### src/rtl/klis_pkg.sv
// ----------------------------------------------------------------------------
// klis_pkg: shared definitions for the k-mer location index search block
// Field widths, opcodes, the signed pointer type used by the search loop and
// the flag bundle that the probe unit returns to the sequencer.
// ----------------------------------------------------------------------------
package klis_pkg;

   // Default sizing of the index.
   localparam int KMER_LEN_DEF  = 8;
   localparam int LOC_DEPTH_DEF = 65536;

   // Field widths.
   localparam int OP_W   = 3;
   localparam int IDX_W  = 17;
   localparam int WORD_W = 32;
   localparam int OFF_W  = 17;
   localparam int CNT_W  = 17;

   // Search pointers reach one below zero and one past the largest offset.
   localparam int PTR_W = IDX_W + 2;

   // Stream widths; the data payloads are padded to whole bytes.
   localparam int REQ_TDATA_W = 88;
   localparam int REQ_TUSER_W = OP_W;
   localparam int RSP_TDATA_W = 72;
   localparam int RSP_TUSER_W = 1;

   // Opcodes.
   localparam logic [OP_W-1:0] OP_WR_OFF = 3'd0;
   localparam logic [OP_W-1:0] OP_WR_LOC = 3'd1;
   localparam logic [OP_W-1:0] OP_RANGE  = 3'd2;
   localparam logic [OP_W-1:0] OP_NEAR   = 3'd3;
   localparam logic [OP_W-1:0] OP_EXACT  = 3'd4;
   localparam logic [OP_W-1:0] OP_RD_LOC = 3'd5;

   typedef logic signed [PTR_W-1:0] ptr_type;
   typedef logic [WORD_W-1:0]       word_type;

   // Status from the probe unit back to the sequencer.
   typedef struct packed {
      logic open;       // lo is below hi: the loop keeps probing
      logic in_bucket;  // the next midpoint lies inside the bucket
      logic hit;        // the probed word satisfies the query
      logic below;      // the probed word is below the target
   } probe_flags_type;

endpackage

### src/rtl/klis_probe.sv
// ----------------------------------------------------------------------------
// klis_probe: shared arithmetic and compare unit of the search
// Forms the next midpoint from the current bounds, the saturated tolerance
// window, and the match and direction tests on the word just read.
// ----------------------------------------------------------------------------
module klis_probe import klis_pkg::*; (
   input  ptr_type         lo,
   input  ptr_type         hi,
   input  ptr_type         bucket_start,
   input  ptr_type         bucket_end,
   input  logic            near,
   input  word_type        target,
   input  word_type        tolerance,
   input  word_type        win_lo,
   input  word_type        win_hi,
   input  word_type        rd_word,
   output ptr_type         mid,
   output word_type        win_lo_calc,
   output word_type        win_hi_calc,
   output probe_flags_type flags
);

   ptr_type           span;
   logic [WORD_W:0]   diff;
   logic [WORD_W:0]   sum;

   // Midpoint of the live range; it collapses to lo once the range is empty.
   always_comb begin
      span = hi - lo;
      if (hi >= lo) begin
         mid = lo + (span >>> 1);
      end else begin
         mid = lo;
      end
   end

   // Tolerance window, saturating at both ends of the word range.
   always_comb begin
      diff        = {1'b0, target} - {1'b0, tolerance};
      sum         = {1'b0, target} + {1'b0, tolerance};
      win_lo_calc = diff[WORD_W] ? '0 : diff[WORD_W-1:0];
      win_hi_calc = sum[WORD_W] ? '1 : sum[WORD_W-1:0];
   end

   // Loop control and match tests.
   always_comb begin
      flags.open      = lo < hi;
      flags.in_bucket = (mid >= bucket_start) && (mid < bucket_end);
      flags.below     = rd_word < target;
      if (near) begin
         flags.hit = (rd_word >= win_lo) && (rd_word <= win_hi);
      end else begin
         flags.hit = rd_word == target;
      end
   end

endmodule

### config.mk
export PLATFORM = sky130hd
export DESIGN_NAME = klis_probe
export DESIGN_NICKNAME = d
export VERILOG_FILES = /design/src/rtl/klis_pkg.sv /design/src/rtl/klis_probe.sv
export SDC_FILE = /design/constraint.sdc
export NUM_CORES = 1
export LEC_CHECK = 0
export ABC_AREA = 1
export BUFFER_PORTS_ARGS = -buffer_cell sky130_fd_sc_hd__buf_2
export CAP_MARGIN = 30
export CELL_PAD_IN_SITES_DETAIL_PLACEMENT = 2
export CELL_PAD_IN_SITES_GLOBAL_PLACEMENT = 2
export CORE_MARGIN = 5
export CORE_UTILIZATION = 27
export DETAILED_ROUTE_END_ITERATION = 10
export PLACE_DENSITY_LB_ADDON = 0.1
export SLEW_MARGIN = 20
export SYNTH_ARGS = -nofsm -noshare
export SYNTH_HDL_FRONTEND = slang
export SYNTH_SLANG_ARGS = --single-unit
### constraint.sdc
create_clock -name vclk -period 11.3
set_input_delay 3.39 -clock vclk [all_inputs]
set_output_delay 3.39 -clock vclk [all_outputs]
set_load 0.05 [all_outputs]
==> impl_metrics.tcl <==
set metrics [dict create \
    status "complete, but fails checks" \
    first_pass_iters 4 \
    fin_area_sq_um 13550 \
    p_per_area_nw_per_um2 103.7 \
    fin_setup_tns_ns -0.02011 \
    place_hpwl_microns 43920 \
    peakVddDrop_mv 0.03117 \
    arrival_ns 7.93 \
    drive_above_1_share 0.3020 \
    numPortBuffers 324 \
    core-area_sq_um 36350 \
    grt_max_degree 33 \
    crit_path_top_delay_cell "ha_1" \
    yosys_warnings 0 \
    fin_crit_sh 1.002 \
    yosys.area_share.adder 0.3103 \
    synth_cell_types 54 \
    syn-cell-area_sq_um 9856 \
    endpoint "flags[2]" \
    grt_setup_unrepaired "true" \
    clkbuf_count 0 \
    p_leak_nw 7.850 \
    hold_start "near" \
    die_w_microns 201.1 \
    drc 0 \
    violations "negative setup slack" \
    setup_violations 1 \
    ant_nets 0 \
    synth_compound_area_frac 0.2052 \
    layout_min_cycle_time_ns 11.32 \
    synth_top_family_by_area "adder cells" \
    tightest_slew_ns 0.8603 \
    initial_core_util 0.2712 \
    hold_buffers 0 \
    slew_violations 0 \
    n_sequential_cell 0 \
    rows 70 \
    final-hold-violation-count 0 \
    dpl_cell_area_sq_um 12900 \
    regArea_sq_um 0 \
    worstSetupPathType "input pin to output port" \
    synth.area.mux_share 0 \
    startpoint_type "input pin" \
    slowest_delay_ns 0.33 \
    maxCapViolCount 0 \
    grt_pass1_wl_microns 76150 \
    crit_path_start "lo[3]" \
    area_delta_synth_final_pct 37.44 \
    grt_antenna_before_repair 11 \
    hp-class "input pin to output port" \
    dieArea_sq_um 40420 \
    layout_setup_ws_ns -0.02011 \
    cp.required_ns 7.91 \
    vias_per_cell 4.966 \
    cp_common_cell "nand2_1" \
    synth_nets 2104 \
    wl_microns 49910 \
    wl_per_cell_microns 19.61 \
    synth_xor_area_frac 0.05954 \
    via_count 12640 \
    whs_ns 7.195 \
    synth-seq-area-share 0 \
    overflow 0 \
    synth-simple-area-share 0.2643 \
    syn_avg_cell_area_sq_um 6.065 \
    maxSlewHeadroom 0.4192 \
    pin_count 324 \
    gp_congestion 0.8738 \
    die_h_microns 201.1 \
    grt_pass1_vias 14320 \
    end_kind "output port" \
    drt_iter0_markers 315 \
    nets 2554 \
    utilization 0.3727 \
    grt_usage 0.2291 \
    fmax_mhz 88.34 \
    critPathMaxFanout 4 \
    synthCells 1625 \
]
[cell families after synthesis]
| kind of cell | after synthesis |
|---|---|
| compound gates | 343 |
| simple gates | 594 |
| xor+xnor | 67 |
| buf+inv | 379 |
| fa+ha+maj | 242 |
[cell type report]
| type | instances | area (sq um) |
|---|---|---|
| fillers | 4566 | 22800 |
| multi-input cells | 1246 | 8825 |
| repair buffers | 481 | 2826 |
| inverters | 346 | 1299 |
| well taps | 468 | 585.6 |
| diodes | 4 | 10.01 |
[repair_timing]
item,CTS,global route
hold endpoints to repair,0,0
cloned,0,0
setup buffers,8,8
endpoints found under the setup margin,1,1
gates resized for setup,70,48
pin swaps,32,33
[worst min path at each step]
| stage | endpoint | slack (ns) | cells past startpoint |
|---|---|---|---|
| 2_1_floorplan | mid[12] | 7.02 | 2 |
| 3_3_place_gp | flags[1] | 7.20 | 3 |
| 3_5_place_dp | flags[1] | 7.19 | 3 |
| 4_1_cts | flags[1] | 7.20 | 3 |
| 5_1_grt | flags[1] | 7.22 | 3 |
| 6_report | flags[1] | 7.20 | 3 |
[layer usage]
metal,vias to the layer above,wire (microns),track usage
met3,61,2072,0.03393
met1,6101,20510,0.2634
met5,-,77,0
met4,16,1185,0.04130
li1,6215,-,-
met2,245,26060,0.4488
[layout by cell type (no fill, tap or decap), types with 6 or more instances in the layout]
cell type / synthesis / routed
a21o_1: 16 / 16
a21oi_1: 157 / 136
a21oi_2: 2 / 19
a31oi_1: 9 / 7
buf_2: 15 / 321
buf_4: 1 / 155
ha_1: 238 / 223
ha_4: 0 / 13
inv_1: 345 / 333
inv_2: 1 / 13
nand2_1: 275 / 263
nand2_2: 21 / 33
nand3_1: 69 / 65
nand3_2: 10 / 13
nand4_1: 23 / 23
nor2_1: 148 / 145
nor3_1: 19 / 15
nor4_1: 8 / 8
o211ai_1: 10 / 10
o21a_1: 11 / 11
o21ai_0: 79 / 67
o21ai_1: 7 / 14
o21ai_2: 1 / 6
o21bai_1: 12 / 10
or2_2: 8 / 6
xnor2_1: 13 / 12
xor2_1: 54 / 50
[power breakdown]
group | leakage (nW) | internal, W | switching (W) | total [W]
clock network | 0.0000254 | 0.0000000000473 | 0 | 0.0000000000474
logic | 7.85 | 0.000497 | 0.000908 | 0.00141
registers | 0 | 0 | 0 | 0
total | 7.85 | 0.000497 | 0.000908 | 0.00141
[cell usage after synthesis, drive strengths merged, types with 4 or more instances]
library cell  instances  area share
a21boi                8      0.0084
a21o                 17       0.014
a21oi               159       0.082
a221oi                6      0.0053
a31oi                 9      0.0057
buf                  27       0.024
clkbuf                6      0.0053
fa                    4      0.0081
ha                  238        0.30
inv                 346        0.13
nand2               298        0.12
nand3                79       0.045
nand4                23       0.015
nor2                148       0.056
nor3                 19      0.0096
nor4                  8      0.0051
o2111ai               4      0.0036
o211ai               10      0.0076
o21a                 11      0.0084
o21ai                88       0.046
o21bai               12      0.0091
o221ai                4      0.0036
o31ai                 5      0.0038
or2                  11      0.0070
xnor2                13       0.012
xor2                 54       0.048
[critical path: cells and delay by family]
kind / cells / cell delay [ns]
AO/OA/AOI/OAI: 10 / 1.44
XOR/XNOR: 1 / 0.17
adder cells (fa/ha/maj): 3 / 0.86
buffers and inverters: 7 / 0.79
AND/OR/NAND/NOR: 11 / 1.29
[per-stage QoR]
| stage | worst slack, ns | power (W) | instances |
|---|---|---|---|
| after global routing | -0.3033 | 0.001524 | 2542 |
| after CTS | 0.008470 | 0.001367 | 2533 |
| after floorplan | 0.03598 | 0.0008248 | 1625 |
| after detailed placement | -0.6621 | 0.001303 | 2525 |
| final | -0.02011 | 0.001405 | 2545 |
| after global placement | -0.3312 | 0.001262 | 2525 |
No activity file was read; power rests on OpenSTA's default activity.
